--- src/htt_pkg.sv ---
// ----------------------------------------------------------------------------
// htt_pkg
// Shared types, constants and helpers for the heartbeat timeout table.
// ----------------------------------------------------------------------------
`default_nettype none

package htt_pkg;

  localparam int MAX_PEERS = 16;
  localparam int IDX_W     = (MAX_PEERS > 1) ? $clog2(MAX_PEERS) : 1;
  localparam int PEER_W    = 16;
  localparam int MISS_W    = 8;
  localparam int LIMIT_W   = 8;
  localparam logic [LIMIT_W-1:0] LIMIT_RST = LIMIT_W'(5);
  localparam logic [MISS_W-1:0]  MISS_MAX  = '1;

  // command queue between front and back
  localparam int CQ_DEPTH = 2;
  localparam int CQ_AW    = $clog2(CQ_DEPTH);
  localparam int CQ_CW    = $clog2(CQ_DEPTH + 1);

  // result queue at the output
  localparam int OQ_DEPTH = 4;
  localparam int OQ_AW    = $clog2(OQ_DEPTH);
  localparam int OQ_CW    = $clog2(OQ_DEPTH + 1);

  typedef logic [IDX_W-1:0] idx_t;

  typedef enum logic [1:0] {
    OP_REG  = 2'd0,
    OP_UPD  = 2'd1,
    OP_TICK = 2'd2,
    OP_NOP  = 2'd3
  } op_t;

  typedef enum logic [2:0] {
    EV_OK        = 3'd0,
    EV_FULL      = 3'd1,
    EV_UNKNOWN   = 3'd2,
    EV_TIMEOUT   = 3'd3,
    EV_HEARTBEAT = 3'd4,
    EV_NONE      = 3'd5
  } ev_kind_t;

  typedef struct packed {
    op_t               op;
    logic [PEER_W-1:0] peer;
  } cmd_t;

  typedef struct packed {
    ev_kind_t          kind;
    logic [PEER_W-1:0] peer;
    logic              last;
  } res_t;

  // lowest set bit of a slot vector
  function automatic idx_t first_idx(input logic [MAX_PEERS-1:0] v);
    idx_t r;
    r = '0;
    for (int k = MAX_PEERS - 1; k >= 0; k--) begin
      if (v[k]) r = idx_t'(k);
    end
    return r;
  endfunction

endpackage

`default_nettype wire

--- src/heartbeat_timeout_table_unit.sv ---
// ----------------------------------------------------------------------------
// heartbeat_timeout_table_unit
// Keepalive monitor over a table of peer slots with missed-heartbeat counts.
// ----------------------------------------------------------------------------
// Items enter a two-deep command queue and are carried out by a sequencer
// that owns the slot table; results leave through a four-deep result queue.
// A tick on an empty table returns a single none result; otherwise the
// sequencer walks the slots one per cycle, first for timeouts and then,
// unless every live peer times out, for heartbeat requests. A full result
// queue stalls the walk.
// ----------------------------------------------------------------------------
`default_nettype none

module heartbeat_timeout_table_unit
  import htt_pkg::*;
(
  input  wire logic               clk,
  input  wire logic               rst_n,
  input  wire logic               in_push,
  output      logic               in_full,
  input  wire logic [1:0]         in_op,
  input  wire logic [PEER_W-1:0]  in_peer_id,
  output      logic               out_empty,
  input  wire logic               out_pop,
  output      logic [2:0]         out_event_kind,
  output      logic [PEER_W-1:0]  out_event_peer,
  output      logic               out_last,
  input  wire logic               cfg_we,
  input  wire logic [LIMIT_W-1:0] cfg_wdata
);

  logic [LIMIT_W-1:0] limit_r;
  logic               cmd_valid;
  cmd_t               cmd;
  logic               cmd_pop;
  logic               res_push;
  logic               res_full;
  res_t               res;
  res_t               head;

  always_ff @(posedge clk) begin
    if (!rst_n) begin
      limit_r <= LIMIT_RST;
    end else if (cfg_we) begin
      limit_r <= cfg_wdata;
    end
  end

  htt_front u_front (
    .clk       (clk),
    .rst_n     (rst_n),
    .in_push   (in_push),
    .in_full   (in_full),
    .in_op     (in_op),
    .in_peer_id(in_peer_id),
    .cmd_valid (cmd_valid),
    .cmd       (cmd),
    .cmd_pop   (cmd_pop)
  );

  htt_back u_back (
    .clk          (clk),
    .rst_n        (rst_n),
    .cmd_valid    (cmd_valid),
    .cmd          (cmd),
    .cmd_pop      (cmd_pop),
    .attempt_limit(limit_r),
    .res_full     (res_full),
    .res_push     (res_push),
    .res          (res)
  );

  htt_out_q u_out_q (
    .clk  (clk),
    .rst_n(rst_n),
    .push (res_push),
    .din  (res),
    .full (res_full),
    .pop  (out_pop),
    .empty(out_empty),
    .dout (head)
  );

  assign out_event_kind = head.kind;
  assign out_event_peer = head.peer;
  assign out_last       = head.last;

endmodule

`default_nettype wire

--- src/htt_front.sv ---
// ----------------------------------------------------------------------------
// htt_front
// Input side: accepts items, drops unused op codes, queues commands.
// ----------------------------------------------------------------------------
`default_nettype none

module htt_front
  import htt_pkg::*;
(
  input  wire logic              clk,
  input  wire logic              rst_n,
  input  wire logic              in_push,
  output      logic              in_full,
  input  wire logic [1:0]        in_op,
  input  wire logic [PEER_W-1:0] in_peer_id,
  output      logic              cmd_valid,
  output      cmd_t              cmd,
  input  wire logic              cmd_pop
);

  cmd_t             q_r [CQ_DEPTH];
  logic [CQ_AW-1:0] wr_r, wr_nxt;
  logic [CQ_AW-1:0] rd_r, rd_nxt;
  logic [CQ_CW-1:0] cnt_r, cnt_nxt;
  logic             acc;
  logic             enq;
  logic             deq;
  op_t              op;

  assign op        = op_t'(in_op);
  assign in_full   = (cnt_r == CQ_CW'(CQ_DEPTH));
  assign acc       = in_push && !in_full;
  assign enq       = acc && (op != OP_NOP);
  assign cmd_valid = (cnt_r != '0);
  assign deq       = cmd_pop && cmd_valid;
  assign cmd       = q_r[rd_r];

  always_comb begin
    wr_nxt  = enq ? wr_r + 1'b1 : wr_r;
    rd_nxt  = deq ? rd_r + 1'b1 : rd_r;
    cnt_nxt = cnt_r;
    if (enq && !deq) cnt_nxt = cnt_r + 1'b1;
    else if (!enq && deq) cnt_nxt = cnt_r - 1'b1;
  end

  always_ff @(posedge clk) begin
    if (!rst_n) begin
      wr_r  <= '0;
      rd_r  <= '0;
      cnt_r <= '0;
    end else begin
      wr_r  <= wr_nxt;
      rd_r  <= rd_nxt;
      cnt_r <= cnt_nxt;
    end
  end

  always_ff @(posedge clk) begin
    if (enq) begin
      q_r[wr_r] <= '{op: op, peer: in_peer_id};
    end
  end

endmodule

`default_nettype wire

--- src/htt_back.sv ---
// ----------------------------------------------------------------------------
// htt_back
// Slot table and sequencer: lookups, registration and the tick walk.
// ----------------------------------------------------------------------------
`default_nettype none

module htt_back
  import htt_pkg::*;
(
  input  wire logic               clk,
  input  wire logic               rst_n,
  input  wire logic               cmd_valid,
  input  wire cmd_t               cmd,
  output      logic               cmd_pop,
  input  wire logic [LIMIT_W-1:0] attempt_limit,
  input  wire logic               res_full,
  output      logic               res_push,
  output      res_t               res
);

  typedef enum logic [2:0] {
    BK_IDLE = 3'b001,
    BK_SCAN = 3'b010,
    BK_BEAT = 3'b100
  } bk_state_t;

  bk_state_t          state_r, state_nxt;
  logic [MAX_PEERS-1:0] valid_r, valid_nxt;
  logic [MAX_PEERS-1:0] to_r, to_nxt;
  logic [PEER_W-1:0]  peer_r [MAX_PEERS];
  logic [PEER_W-1:0]  peer_nxt [MAX_PEERS];
  logic [MISS_W-1:0]  miss_r [MAX_PEERS];
  logic [MISS_W-1:0]  miss_nxt [MAX_PEERS];
  idx_t               idx_r, idx_nxt;

  logic [MAX_PEERS-1:0] match_vec;
  logic [MAX_PEERS-1:0] over_vec;
  logic [MAX_PEERS-1:0] surv;
  logic [MAX_PEERS-1:0] to_above;
  logic [MAX_PEERS-1:0] live_above;
  idx_t               hit_idx;
  idx_t               free_idx;
  logic               hit;
  logic               has_free;
  logic               at_end;

  always_comb begin
    for (int j = 0; j < MAX_PEERS; j++) begin
      match_vec[j] = valid_r[j] && (peer_r[j] == cmd.peer);
      over_vec[j]  = valid_r[j] && (miss_r[j] >= attempt_limit);
    end
  end

  assign hit        = |match_vec;
  assign has_free   = ~&valid_r;
  assign hit_idx    = first_idx(match_vec);
  assign free_idx   = first_idx(~valid_r);
  assign surv       = valid_r & ~to_r;
  assign to_above   = (to_r >> idx_r) >> 1;
  assign live_above = (valid_r >> idx_r) >> 1;
  assign at_end     = (idx_r == idx_t'(MAX_PEERS - 1));

  always_comb begin
    state_nxt = state_r;
    valid_nxt = valid_r;
    to_nxt    = to_r;
    peer_nxt  = peer_r;
    miss_nxt  = miss_r;
    idx_nxt   = idx_r;
    cmd_pop   = 1'b0;
    res_push  = 1'b0;
    res       = '{kind: EV_OK, peer: cmd.peer, last: 1'b1};

    unique case (state_r)
      BK_IDLE: begin
        // pop only with room for the single-result cases
        if (cmd_valid && !res_full) begin
          cmd_pop = 1'b1;
          unique case (cmd.op)
            OP_REG: begin
              res_push = 1'b1;
              if (hit) begin
                miss_nxt[hit_idx] = '0;
              end else if (has_free) begin
                valid_nxt[free_idx] = 1'b1;
                peer_nxt[free_idx]  = cmd.peer;
                miss_nxt[free_idx]  = '0;
              end else begin
                res.kind = EV_FULL;
                res.peer = '0;
              end
            end
            OP_UPD: begin
              res_push = 1'b1;
              if (hit) begin
                miss_nxt[hit_idx] = '0;
              end else begin
                res.kind = EV_UNKNOWN;
              end
            end
            OP_TICK: begin
              if (valid_r == '0) begin
                res_push = 1'b1;
                res.kind = EV_NONE;
                res.peer = '0;
              end else begin
                to_nxt    = over_vec;
                idx_nxt   = '0;
                state_nxt = BK_SCAN;
              end
            end
            OP_NOP: begin
            end
          endcase
        end
      end

      BK_SCAN: begin
        res.kind = EV_TIMEOUT;
        res.peer = peer_r[idx_r];
        res.last = (surv == '0) && (to_above == '0);
        if (!(to_r[idx_r] && res_full)) begin
          if (to_r[idx_r]) begin
            res_push          = 1'b1;
            valid_nxt[idx_r]  = 1'b0;
          end else if (valid_r[idx_r] && miss_r[idx_r] != MISS_MAX) begin
            miss_nxt[idx_r] = miss_r[idx_r] + 1'b1;
          end
          if (at_end) begin
            idx_nxt   = '0;
            state_nxt = (surv == '0) ? BK_IDLE : BK_BEAT;
          end else begin
            idx_nxt = idx_r + 1'b1;
          end
        end
      end

      BK_BEAT: begin
        res.kind = EV_HEARTBEAT;
        res.peer = peer_r[idx_r];
        res.last = (live_above == '0);
        if (!(valid_r[idx_r] && res_full)) begin
          res_push = valid_r[idx_r];
          if (at_end) begin
            idx_nxt   = '0;
            state_nxt = BK_IDLE;
          end else begin
            idx_nxt = idx_r + 1'b1;
          end
        end
      end

      default: begin
        state_nxt = BK_IDLE;
      end
    endcase
  end

  always_ff @(posedge clk) begin
    if (!rst_n) begin
      state_r <= BK_IDLE;
      valid_r <= '0;
      to_r    <= '0;
      idx_r   <= '0;
    end else begin
      state_r <= state_nxt;
      valid_r <= valid_nxt;
      to_r    <= to_nxt;
      idx_r   <= idx_nxt;
    end
  end

  always_ff @(posedge clk) begin
    peer_r <= peer_nxt;
    miss_r <= miss_nxt;
  end

endmodule

`default_nettype wire

--- src/htt_out_q.sv ---
// ----------------------------------------------------------------------------
// htt_out_q
// Result queue; decouples the sequencer from the consumer.
// ----------------------------------------------------------------------------
`default_nettype none

module htt_out_q
  import htt_pkg::*;
(
  input  wire logic clk,
  input  wire logic rst_n,
  input  wire logic push,
  input  wire res_t din,
  output      logic full,
  input  wire logic pop,
  output      logic empty,
  output      res_t dout
);

  res_t             q_r [OQ_DEPTH];
  logic [OQ_AW-1:0] wr_r, wr_nxt;
  logic [OQ_AW-1:0] rd_r, rd_nxt;
  logic [OQ_CW-1:0] cnt_r, cnt_nxt;
  logic             enq;
  logic             deq;

  assign full  = (cnt_r == OQ_CW'(OQ_DEPTH));
  assign empty = (cnt_r == '0);
  assign enq   = push && !full;
  assign deq   = pop && !empty;
  assign dout  = q_r[rd_r];

  always_comb begin
    wr_nxt  = enq ? wr_r + 1'b1 : wr_r;
    rd_nxt  = deq ? rd_r + 1'b1 : rd_r;
    cnt_nxt = cnt_r;
    if (enq && !deq) cnt_nxt = cnt_r + 1'b1;
    else if (!enq && deq) cnt_nxt = cnt_r - 1'b1;
  end

  always_ff @(posedge clk) begin
    if (!rst_n) begin
      wr_r  <= '0;
      rd_r  <= '0;
      cnt_r <= '0;
    end else begin
      wr_r  <= wr_nxt;
      rd_r  <= rd_nxt;
      cnt_r <= cnt_nxt;
    end
  end

  always_ff @(posedge clk) begin
    if (enq) begin
      q_r[wr_r] <= din;
    end
  end

endmodule

`default_nettype wire
--- config.mk ---
export PLATFORM = sky130hd
export DESIGN_NAME = heartbeat_timeout_table_unit
export DESIGN_NICKNAME = d
export VERILOG_FILES = /design/src/htt_pkg.sv /design/src/heartbeat_timeout_table_unit.sv /design/src/htt_front.sv /design/src/htt_back.sv /design/src/htt_out_q.sv
export SDC_FILE = /design/constraint.sdc
export NUM_CORES = 1
export LEC_CHECK = 0
export BUFFER_PORTS_ARGS = -buffer_cell sky130_fd_sc_hd__buf_2
export CAP_MARGIN = 20
export CORE_MARGIN = 4
export CORE_UTILIZATION = 33
export DETAILED_ROUTE_END_ITERATION = 10
export PLACE_DENSITY = 0.5
export SLEW_MARGIN = 10
export SYNTH_ARGS = -nofsm -noshare
export SYNTH_HDL_FRONTEND = slang
export SYNTH_SLANG_ARGS = --single-unit
--- constraint.sdc ---
create_clock -name clk -period 10.2 [get_ports clk]
set_input_delay 0.51 -clock clk [delete_from_list [all_inputs] [get_ports clk]]
set_output_delay 0.51 -clock clk [all_outputs]
set_load 0.03 [all_outputs]
==> impl_metrics.py, run 1 <==
metrics = {
    "run_status": {
        "status": "finished clean",
    },
    "cells_and_area": {
        "ff_latch_area_mm2": 0.0162,
        "postLayoutCoreUtil_pct": 38.0,
        "final_cell_mix": "500 x edfxtp_1, 266 x xnor2_1, 150 x mux4_2",
        "multiInputGateArea_mm2": 0.0144,
        "fin_nets": 2619,
        "area_growth_pct": 13.5,
        "drive_above_1_share_pct": 17.1,
        "final_common_cell": "edfxtp_1",
        "fill_cells": 8870,
    },
    "synthesis": {
        "async_flop_share_pct": 0,
        "ys_seq_area_share_pct": 51.6,
        "synth_top_area_share_pct": 47.7,
        "synth_area_mm2": 0.0315,
        "yosys.area.top_type": "edfxtp_1",
        "ys.flop_type": "edfxtp_1",
        "syn_avg_cell_area_um2": 13.1,
        "synthCells": 2396,
        "synth_cell_type_count": 75,
        "synth_seq_cells": 561,
        "synth_edf_count": 500,
        "netlist_top_cells_area": "edfxtp_1 48%, mux4_2 11%, xnor2_1 7.4%",
        "ys_warn_count": 0,
        "syn_nets": 2567,
    },
    "worst_hold_path": {
        "hold_path.class": "primary input to flip-flop",
        "hp-start": "in_peer_id[11]",
    },
    "clock_network": {
        "cts_inserted_buffers": 68,
        "hold_buffers": 0,
        "clock_latency_ns": 0.64,
        "clock_sinks": 561,
        "clk_pin_slew_worst_paths_ns": 0.06,
        "cts_setup_buffers": 0,
        "cts_root_buf": "clkbuf_16",
        "ctsHtreeMaxLevel": 3,
        "cts_tree": "built",
        "clockBufferDepth": 3,
        "cts_resized": 0,
    },
    "critical_path": {
        "worst-path-max-fanout": 22,
        "cp_cell_sequence": "buf_4 -> mux2i_4 -> buf_4 -> inv_2 -> or3_1 -> a2111oi_0 -> nand4_1 -> nand4_1 -> o41ai_1 -> a21oi_1 -> o21ai_2 -> buf_4 -> a21oi_1",
        "cp_common_cell": "buf_4",
        "critPathCaptureType": "flip-flop",
        "critPathKind": "flip-flop to flip-flop",
        "critPathTopFamily": "compound AO/OA/AOI/OAI gates",
        "critPathSlowestCell": "nand4_1",
        "worstPathRequired_ns": 10.44,
        "path_buf_inv": 4,
        "cpPeakStageDelay_ns": 0.73,
        "start_kind": "flip-flop",
        "worstPathArrival_ns": 6.24,
    },
    "run": {
        "cap_viol_max_count": 0,
    },
    "global_routing": {
        "grt_max_degree": 77,
        "grt_overflow": 0,
        "grt_pass1_vias": 21900,
        "antenna_found_initial": 3,
        "grt_pass1_wl_mm": 163,
        "grtUsageTotal_pct": 22.3,
    },
    "place": {
        "gp_congestion": 0.957,
        "dp_hpwl_mm": 84.6,
        "pre_cts_ws_ns": 4.35,
        "io_buffers": 52,
    },
    "floorplan": {
        "die_h_um": 317,
        "die-area_mm2": 0.100,
        "core-area_mm2": 0.0939,
        "ioPinCount": 53,
        "die_w_um": 317,
        "rows": 112,
        "start_util_pct": 33.5,
    },
    "sta": {
        "fmax_mhz": 167,
        "setup_tns_ns": 0,
        "finalCritPeriodShare_pct": 58.8,
        "tightest_slew_ns": 1.26,
        "hold_viol_final": 0,
        "fin_ws_ns": 4.20,
        "relSlewSlack_pct": 15.5,
        "rsz0062_at_grt": "no",
        "drv_slew": 0,
        "clock_skew_ns": 0.0490,
        "setup_viol": 0,
        "period_minus_slack_ns": 6.00,
    },
    "power": {
        "power_mw": 7.94,
        "power_leakage_nw": 11.7,
        "peakVddDrop_v": 0.0000912,
        "p_per_area_mw_per_mm2": 222,
    },
    "drt": {
        "vias_per_cell": 5.94,
        "finalWirelength_mm": 113,
        "drc": 0,
        "postRouteAntennaNets": 0,
        "wl_per_cell_um": 30.1,
        "vias": 22300,
        "drt_iter0_markers": 2463,
        "drt-pass1-iter-count": 6,
    },
}
==> per-stage QoR <==
step | std cells | area (um2) | hold WS [ns]
6_report | 3758 | 35700 | 0.0576
5_1_grt | 3757 | 35700 | 0.0272
4_1_cts | 3752 | 35600 | 0.0211
3_5_place_dp | 3627 | 33300 | 0.508
3_3_place_gp | 3625 | 33200 | 0.493
2_1_floorplan | 2396 | 31500 | 0.461
==> synth_stat cells, types with 30 or more instances <==
library cell	count
ha_1	139
a32o_1	40
xnor2_1	266
dfxtp_1	61
nor3_1	30
a21o_1	97
nand3_1	75
mux4_2	150
a21oi_1	54
nor4_1	103
o32ai_1	34
o21ai_0	31
nor2_1	67
nand2_1	131
inv_1	79
clkbuf_1	75
o22ai_1	74
nand2b_1	32
edfxtp_1	500
nand4_1	43
==> power breakdown <==
part	internal [mW]	leakage (nW)	switching [mW]
clock network	1.51	1.13	1.03
registers	2.92	5.03	0.178
logic	0.793	5.56	1.51
total	5.21	11.7	2.72
==> path summary, 6_finish.rpt <==
path	to	slack [ns]	depth (start not counted)
worst min-delay path	u_front.q_r[0][11]	0.06	1
worst max-delay path	u_back.miss_r[6]	4.20	13
worst max register to register	u_back.miss_r[6]	4.20	13
worst min register to register	limit_r[3]	0.52	2
==> sequential cells by signal (all words and copies together), names as in the netlist, named ones only <==
register,flops
u_back.to_r,16
u_back.miss_r,128
u_front.cnt_r,2
u_out_q.q_r,80
u_front.rd_r,1
limit_r,8
u_out_q.rd_r,2
u_back.valid_r,16
u_back.idx_r,4
u_back.state_r,3
u_out_q.cnt_r,3
u_front.q_r,36
u_front.wr_r,1
u_out_q.wr_r,2
u_back.peer_r,256
==> layout make-up <==
type	count	share of cell area (%)
flip-flops and latches	561	45.5
multi-input cells	1614	40.3
inverters	87	0.914
repair buffers	116	2.21
clock inverters	39	1.61
well taps	1254	4.39
clock buffers	86	5.04
diodes	1	0.00701
==> cells by family (layout without fill, tap and decap cells) <==
group / Yosys count / after routing / share of synthesized area, %
AOI/OAI and AO/OA: 442 / 442 / 10.5
and+or+nand+nor: 580 / 580 / 9.77
other: 0 / 1 / 0
adders and majority gates: 140 / 140 / 5.59
muxes: 180 / 180 / 12.0
xor gates and xnor gates: 272 / 272 / 7.57
DFF: 561 / 561 / 51.6
buffers and inverters: 221 / 328 / 2.98
==> metal layers <==
metal  global-route usage (%)  part of all wire, %  wire (um)
met1                     30.7                   43      48100
met2                     36.1                   47      52900
met3                     3.51                  6.6       7490
met4                     7.81                  3.9       4370
met5                        0                0.019         22
No activity file was read; power rests on OpenSTA's default activity.
==> run 2: changes to the inputs <==
--- a/config.mk
+++ b/config.mk
@@ -10,7 +10,7 @@
 export CORE_MARGIN = 4
 export CORE_UTILIZATION = 33
 export DETAILED_ROUTE_END_ITERATION = 10
-export PLACE_DENSITY = 0.5
+export PLACE_DENSITY = 0.52
 export SLEW_MARGIN = 10
 export SYNTH_ARGS = -nofsm -noshare
 export SYNTH_HDL_FRONTEND = slang
==> constraint.sdc (replaced) <==
create_clock -name clk -period 5.5 [get_ports clk]
set_input_delay 0.275 -clock clk [delete_from_list [all_inputs] [get_ports clk]]
set_output_delay 0.275 -clock clk [all_outputs]
set_load 0.03 [all_outputs]
==> impl_metrics.py, run 2 (synthesis results as in run 1) <==
metrics = {
    "run_status": {
        "status": "finished clean",
    },
    "cells_and_area": {
        "ff_latch_area_mm2": 0.0162,
        "fin_nets": 2699,
        "area_growth_pct": 15.5,
        "drive_above_1_share_pct": 18.9,
        "fill_cells": 8932,
        "final_cell_mix": "500 x edfxtp_1, 266 x xnor2_1, 150 x mux4_2",
        "final_common_cell": "edfxtp_1",
        "multiInputGateArea_mm2": 0.0144,
        "reg.largest.list": "u_back.peer_r (256), u_back.miss_r (128), u_out_q.q_r (80)",
        "largest_reg_flops": 256,
        "largest-register": "u_back.peer_r",
    },
    "place": {
        "dp_hpwl_mm": 84.9,
        "io_buffers": 52,
        "pre_cts_ws_ns": -0.0507,
        "gp_congestion": 0.937,
    },
    "critical_path": {
        "critPathSlowestCell": "mux2i_4",
        "start_kind": "flip-flop",
        "critPathTopFamily": "simple AND/OR/NAND/NOR gates",
        "worstPathArrival_ns": 5.37,
        "critPathCaptureType": "flip-flop",
        "critPathKind": "flip-flop to flip-flop",
        "worstPathRequired_ns": 5.73,
        "worst-path-max-fanout": 15,
        "path_buf_inv": 2,
        "cp_cell_sequence": "buf_12 -> mux2i_4 -> xnor2_1 -> a2111oi_2 -> nand4_1 -> nand4_1 -> o41ai_1 -> a21oi_1 -> o21ai_2 -> buf_8 -> nor2_1",
        "cp_common_cell": "nand4_1",
        "cpPeakStageDelay_ns": 0.70,
    },
    "global_routing": {
        "antenna_found_initial": 0,
        "grt_max_degree": 77,
        "grtUsageTotal_pct": 22.3,
        "grt_overflow": 0,
        "grt_pass1_wl_mm": 162,
        "grt_pass1_vias": 22200,
    },
    "clock_network": {
        "clockBufferDepth": 3,
        "ctsHtreeMaxLevel": 3,
        "cts_root_buf": "clkbuf_16",
        "cts_tree": "built",
        "cts_inserted_buffers": 69,
        "clock_sinks": 561,
        "clk_pin_slew_worst_paths_ns": 0.06,
        "clock_latency_ns": 0.63,
    },
    "floorplan": {
        "rows": 112,
        "core-area_mm2": 0.0939,
        "die-area_mm2": 0.100,
        "die_h_um": 317,
        "die_w_um": 317,
        "start_util_pct": 33.5,
        "ioPinCount": 53,
    },
    "sta": {
        "setup_tns_ns": 0,
        "finalCritPeriodShare_pct": 93.5,
        "fin_ws_ns": 0.357,
        "hold_ws_ns": 0.0776,
        "relSlewSlack_pct": 18.2,
        "clock_skew_ns": 0.0441,
        "hold_viol_final": 0,
        "drv_slew": 0,
        "rsz0062_at_grt": "no",
        "fmax_mhz": 194,
        "tightest_slew_ns": 1.23,
        "period_minus_slack_ns": 5.14,
        "setup_viol": 0,
    },
    "drt": {
        "wl_per_cell_um": 29.5,
        "postRouteAntennaNets": 0,
        "vias_per_cell": 5.87,
        "drt-pass1-iter-count": 7,
        "drt_iter0_markers": 2805,
        "drc": 0,
        "vias": 22500,
        "finalWirelength_mm": 113,
    },
    "power": {
        "p_per_area_mw_per_mm2": 408,
        "peakVddDrop_v": 0.000194,
        "power_leakage_nw": 12.1,
    },
    "run": {
        "cap_viol_max_count": 0,
    },
    "worst_hold_path": {
        "hold_path.class": "primary input to flip-flop",
    },
}
-- run 2: worst reg2reg max path: stages, from the launching register on --
cell and delay (ns):
dfxtp_2 0.45, buf_12 0.27, mux2i_4 0.71, xnor2_1 0.37, a2111oi_2 0.50, nand4_1 0.49, nand4_1 0.50, o41ai_1 0.20
a21oi_1 0.27, o21ai_2 0.25, buf_8 0.24, nor2_1 0.51
-- run 2: area by class of cell --
type	instances	area share [%]
multi-input combinational	1614	39.7
tap	1254	4.32
clock buffer	84	4.96
timing repair buffer	195	3.94
clock inverter	44	1.42
inverter	87	0.899
antenna	1	0.00689
sequential	561	44.7
-- run 2: repair_timing --
action                     in CTS  in global routing
setup endpoints to repair      12                 64
resized for setup               1                  6
setup buffers                   0                  6
hold buffers                   26                  0
hold endpoints to repair       44                  0
-- run 2: path summary, 6_finish.rpt --
kind | from | endpoint | slack (ns) | cells past startpoint
setup / recovery | flip-flop | u_back.miss_r[73] | 0.36 | 11
hold / removal | cfg_we | limit_r[2] | 0.08 | 3
setup reg to reg | flip-flop | u_back.miss_r[73] | 0.36 | 11
hold reg to reg | u_front.cnt_r[1] | u_front.cnt_r[1] | 0.51 | 2
-- run 2: routing by layer --
| metal | GRT usage [%] | wire (um) | up-vias |
|---|---|---|---|
| met5 | 0 | 0 | - |
| met4 | 7.56 | 4030 | 0 |
| met3 | 3.34 | 8210 | 194 |
| met2 | 36.6 | 53200 | 1100 |
| met1 | 30.5 | 47800 | 11500 |
| li1 | - | - | 9758 |
-- run 2: where the power goes --
part	total, mW	internal, mW	switching (mW)
Clock	4.64	2.79	1.86
Combinational	4.43	1.59	2.83
Sequential	5.74	5.41	0.334
Total	14.8	9.78	5.03
-- run 2: stage by stage --
stage / area (um2) / utilization (%) / cells / power [mW]
6_report: 36300 / 38.7 / 3840 / 14.8
2_1_floorplan: 31500 / - / 2396 / 8.39
4_1_cts: 36200 / 38.6 / 3832 / 14.9
3_5_place_dp: 33600 / 35.8 / 3678 / 10.2
3_3_place_gp: 33600 / 35.8 / 3677 / 10.1
5_1_grt: 36300 / 38.7 / 3839 / 15.4
==> run 3: changes to the inputs <==
--- a/config.mk
+++ b/config.mk
@@ -5,6 +5,7 @@
 export SDC_FILE = /design/constraint.sdc
 export NUM_CORES = 1
 export LEC_CHECK = 0
+export ABC_AREA = 1
 export BUFFER_PORTS_ARGS = -buffer_cell sky130_fd_sc_hd__buf_2
 export CAP_MARGIN = 20
 export CORE_MARGIN = 4
==> impl_metrics.py, run 3 <==
metrics = {
    "clock_network": {
        "cts_resized": 0,
        "cts_root_buf": "clkbuf_16",
        "clock_latency_ns": 0.62,
        "ctsHtreeMaxLevel": 3,
        "clockBufferDepth": 3,
        "clk_pin_slew_worst_paths_ns": 0.06,
        "cts_tree": "built",
        "clock_sinks": 561,
        "cts_inserted_buffers": 67,
    },
    "worst_hold_path": {
        "hold_end": "u_out_q.rd_r[0]",
        "hold_path.class": "primary input to flip-flop",
        "hp-start": "out_pop",
        "worstHoldPathCells": 4,
    },
    "power": {
        "pwr-share-comb_pct": 42.6,
        "p_int_mw": 10.8,
        "netSwitchingPower_mw": 8.12,
        "power_leakage_nw": 15.0,
        "switching_share_pct": 42.8,
        "p_per_area_mw_per_mm2": 509,
        "peakVddDrop_v": 0.000394,
        "seq_power_share_pct": 33.8,
        "power_mw": 19.0,
        "p_clk_share_pct": 23.6,
    },
    "place": {
        "gp_congestion": 0.927,
        "dp_cells": 5159,
        "io_buffers": 52,
        "dp_hpwl_mm": 85.6,
    },
    "synthesis": {
        "async_flop_share_pct": 0,
        "synth_cell_type_count": 66,
        "ys.flop_type": "edfxtp_1",
        "synth_commonest_cells": "822 x nand2_1, 500 x edfxtp_1, 443 x inv_1",
        "synth_seq_cells": 561,
        "yosysMostFrequentCell": "nand2_1",
        "synthCells": 3902,
        "synth_top_area_share_pct": 45.6,
        "yosys.area.top_type": "edfxtp_1",
        "synth_edf_count": 500,
        "syn_nets": 4073,
        "syn_avg_cell_area_um2": 8.44,
        "netlist_top_cells_area": "edfxtp_1 46%, nand2_1 9.4%, o21ai_0 6.2%",
        "ys_warn_count": 0,
        "ys_seq_area_share_pct": 49.3,
        "synth_area_mm2": 0.0329,
    },
    "critical_path": {
        "cp_common_cell": "nand2_1",
        "worst-path-max-fanout": 35,
        "critPathKind": "flip-flop to flip-flop",
        "critPathTopFamily": "simple AND/OR/NAND/NOR gates",
        "start_kind": "flip-flop",
        "r2r_slack_ns": 0.67,
        "critPathCaptureType": "flip-flop",
        "critPathSlowestCell": "nor3_4",
        "cpPeakStageDelay_ns": 0.90,
        "worstPathRequired_ns": 5.87,
        "worstPathArrival_ns": 5.20,
        "cp_cell_sequence": "buf_4 -> nand2_1 -> nand2_1 -> buf_4 -> nand2_1 -> nand2_1 -> nor2_1 -> nand2_1 -> nor2_1 -> nand3_1 -> o21ai_0 -> buf_4 -> nor2_1 -> nand2_2 -> nor3_4 -> nand4_1 -> nand3_1 -> nand2_1",
        "reg2reg_to": "u_back.miss_r[104]",
        "path_buf_inv": 3,
        "rr_worst_depth": 18,
    },
    "cells_and_area": {
        "reg.largest.list": "u_back.peer_r (256), u_back.miss_r (128), u_out_q.q_r (80)",
        "final_cell_mix": "822 x nand2_1, 500 x edfxtp_1, 441 x inv_1",
        "final_common_cell": "nand2_1",
        "largest-register": "u_back.peer_r",
        "fin_cells": 5309,
        "largest_reg_flops": 256,
        "antenna_cells": 0,
        "drive_above_1_share_pct": 8.08,
        "area_growth_pct": 13.0,
        "fill_cells": 10200,
        "fin_nets": 4141,
    },
    "global_routing": {
        "grt_pass1_vias": 27100,
        "grt_overflow": 0,
        "grtUsageTotal_pct": 23.2,
        "antenna_found_initial": 3,
        "grt_max_degree": 146,
        "grt_pass1_wl_mm": 181,
    },
    "run": {
        "cap_viol_max_count": 0,
    },
    "drt": {
        "finalWirelength_mm": 124,
        "wl_per_cell_um": 23.3,
        "drt_iter0_markers": 3679,
        "drc": 0,
        "vias_per_cell": 5.45,
        "drt-pass1-iter-count": 6,
        "postRouteAntennaNets": 0,
        "vias": 28900,
    },
    "sta": {
        "clock_skew_ns": 0.0249,
        "tightest_slew_ns": 1.15,
        "rsz0062_at_grt": "no",
        "period_minus_slack_ns": 4.83,
        "relSlewSlack_pct": 23.1,
        "setup_tns_ns": 0,
        "drv_slew": 0,
        "setup_viol": 0,
        "finalCritPeriodShare_pct": 87.9,
        "hold_viol_final": 0,
        "fmax_mhz": 207,
    },
    "run_status": {
        "status": "finished clean",
    },
    "floorplan": {
        "start_util_pct": 33.4,
        "rows": 115,
        "ioPinCount": 53,
        "die_h_um": 324,
        "die_w_um": 324,
        "core-area_mm2": 0.0987,
        "die-area_mm2": 0.105,
    },
}
run 3: changes by cell type in the layout (fill, tap and decap cells not counted), moves of 91 or more:
cell     before  now
o21ai_0      31  407
nand3_1      75  190
xnor2_1     266   14
nor4_1      103   12
nor2_1       63  401
a21oi_1      53  287
inv_1        79  441
nand2_1     131  822
mux4_2      150    0
run 3: worst max-delay path by stage:
stage / to / startpoint / slack [ns] / depth (start not counted)
2_1_floorplan: u_back.peer_r[128] / flip-flop / 1.74 / 21
3_3_place_gp: u_back.miss_r[127] / flip-flop / 0.92 / 18
3_5_place_dp: u_back.miss_r[126] / flip-flop / 0.78 / 18
4_1_cts: u_back.miss_r[121] / flip-flop / 0.80 / 18
5_1_grt: u_back.miss_r[21] / flip-flop / 0.53 / 25
6_report: u_back.miss_r[104] / flip-flop / 0.67 / 18
run 3: worst register-to-register path: stages, from the launching register on:
cell and delay [ns]:
dfxtp_1 0.39, buf_4 0.37, nand2_1 0.13, nand2_1 0.59, buf_4 0.32, nand2_1 0.06, nand2_1 0.12, nor2_1 0.06
nand2_1 0.06, nor2_1 0.04, nand3_1 0.08, o21ai_0 0.09, buf_4 0.15, nor2_1 0.15, nand2_2 0.14, nor3_4 0.90
nand4_1 0.61, nand3_1 0.25, nand2_1 0.08
run 3: final cells by class:
type / count / area (um2) / share of cell area [%]
clock buffers: 88 / 1900 / 5.11
well taps: 1287 / 1610 / 4.33
inverters: 452 / 1700 / 4.58
flip-flops and latches: 561 / 16200 / 43.6
clock inverters: 33 / 268 / 0.719
repair buffers: 173 / 1300 / 3.49
multi-input cells: 2715 / 14200 / 38.1
run 3: cells by family (layout without fill, tap and decap cells):
kind of cell | after synthesis | after routing | synth area share (%)
compound gates | 911 | 911 | 15.3
xor+xnor | 79 | 79 | 2.10
simple gates | 1584 | 1584 | 20.2
mux | 1 | 1 | 0.0304
fa+ha+maj | 140 | 140 | 5.34
buf+inv | 626 | 746 | 7.74
flops | 561 | 561 | 49.3
run 3: per-stage QoR:
stage,util (%),cell area [um2],hold WS (ns),worst slack [ns]
after floorplan,-,32900,0.374,1.74
after global placement,35.2,34700,0.451,0.922
after detailed placement,35.2,34800,0.458,0.782
after CTS,37.7,37200,0.0326,0.803
after global routing,37.7,37200,0.143,0.530
final,37.7,37200,0.0590,0.667
run 3: routing by layer:
metal	up-vias	share of wire [%]	track usage, %
met2	1386	44	36.5
met1	13800	43	31.9
li1	13500	-	-
met4	2	4.4	9.36
met3	291	8.0	3.82
met5	-	0.0073	0
run 3: power groups by stage:
stage | clock network [mW] | logic [mW] | registers [mW]
2_1_floorplan | 0 | 5.12 | 6.32
3_3_place_gp | 0 | 7.78 | 6.48
3_5_place_dp | 0 | 7.92 | 6.49
4_1_cts | 4.55 | 7.97 | 6.41
5_1_grt | 4.73 | 8.83 | 6.49
6_report | 4.48 | 8.07 | 6.42
run 3: repair_timing:
item / CTS / global route
setup endpoints to repair: 0 / 0
hold buffers: 29 / 0
setup buffers: 0 / 0
hold endpoints to repair: 44 / 0
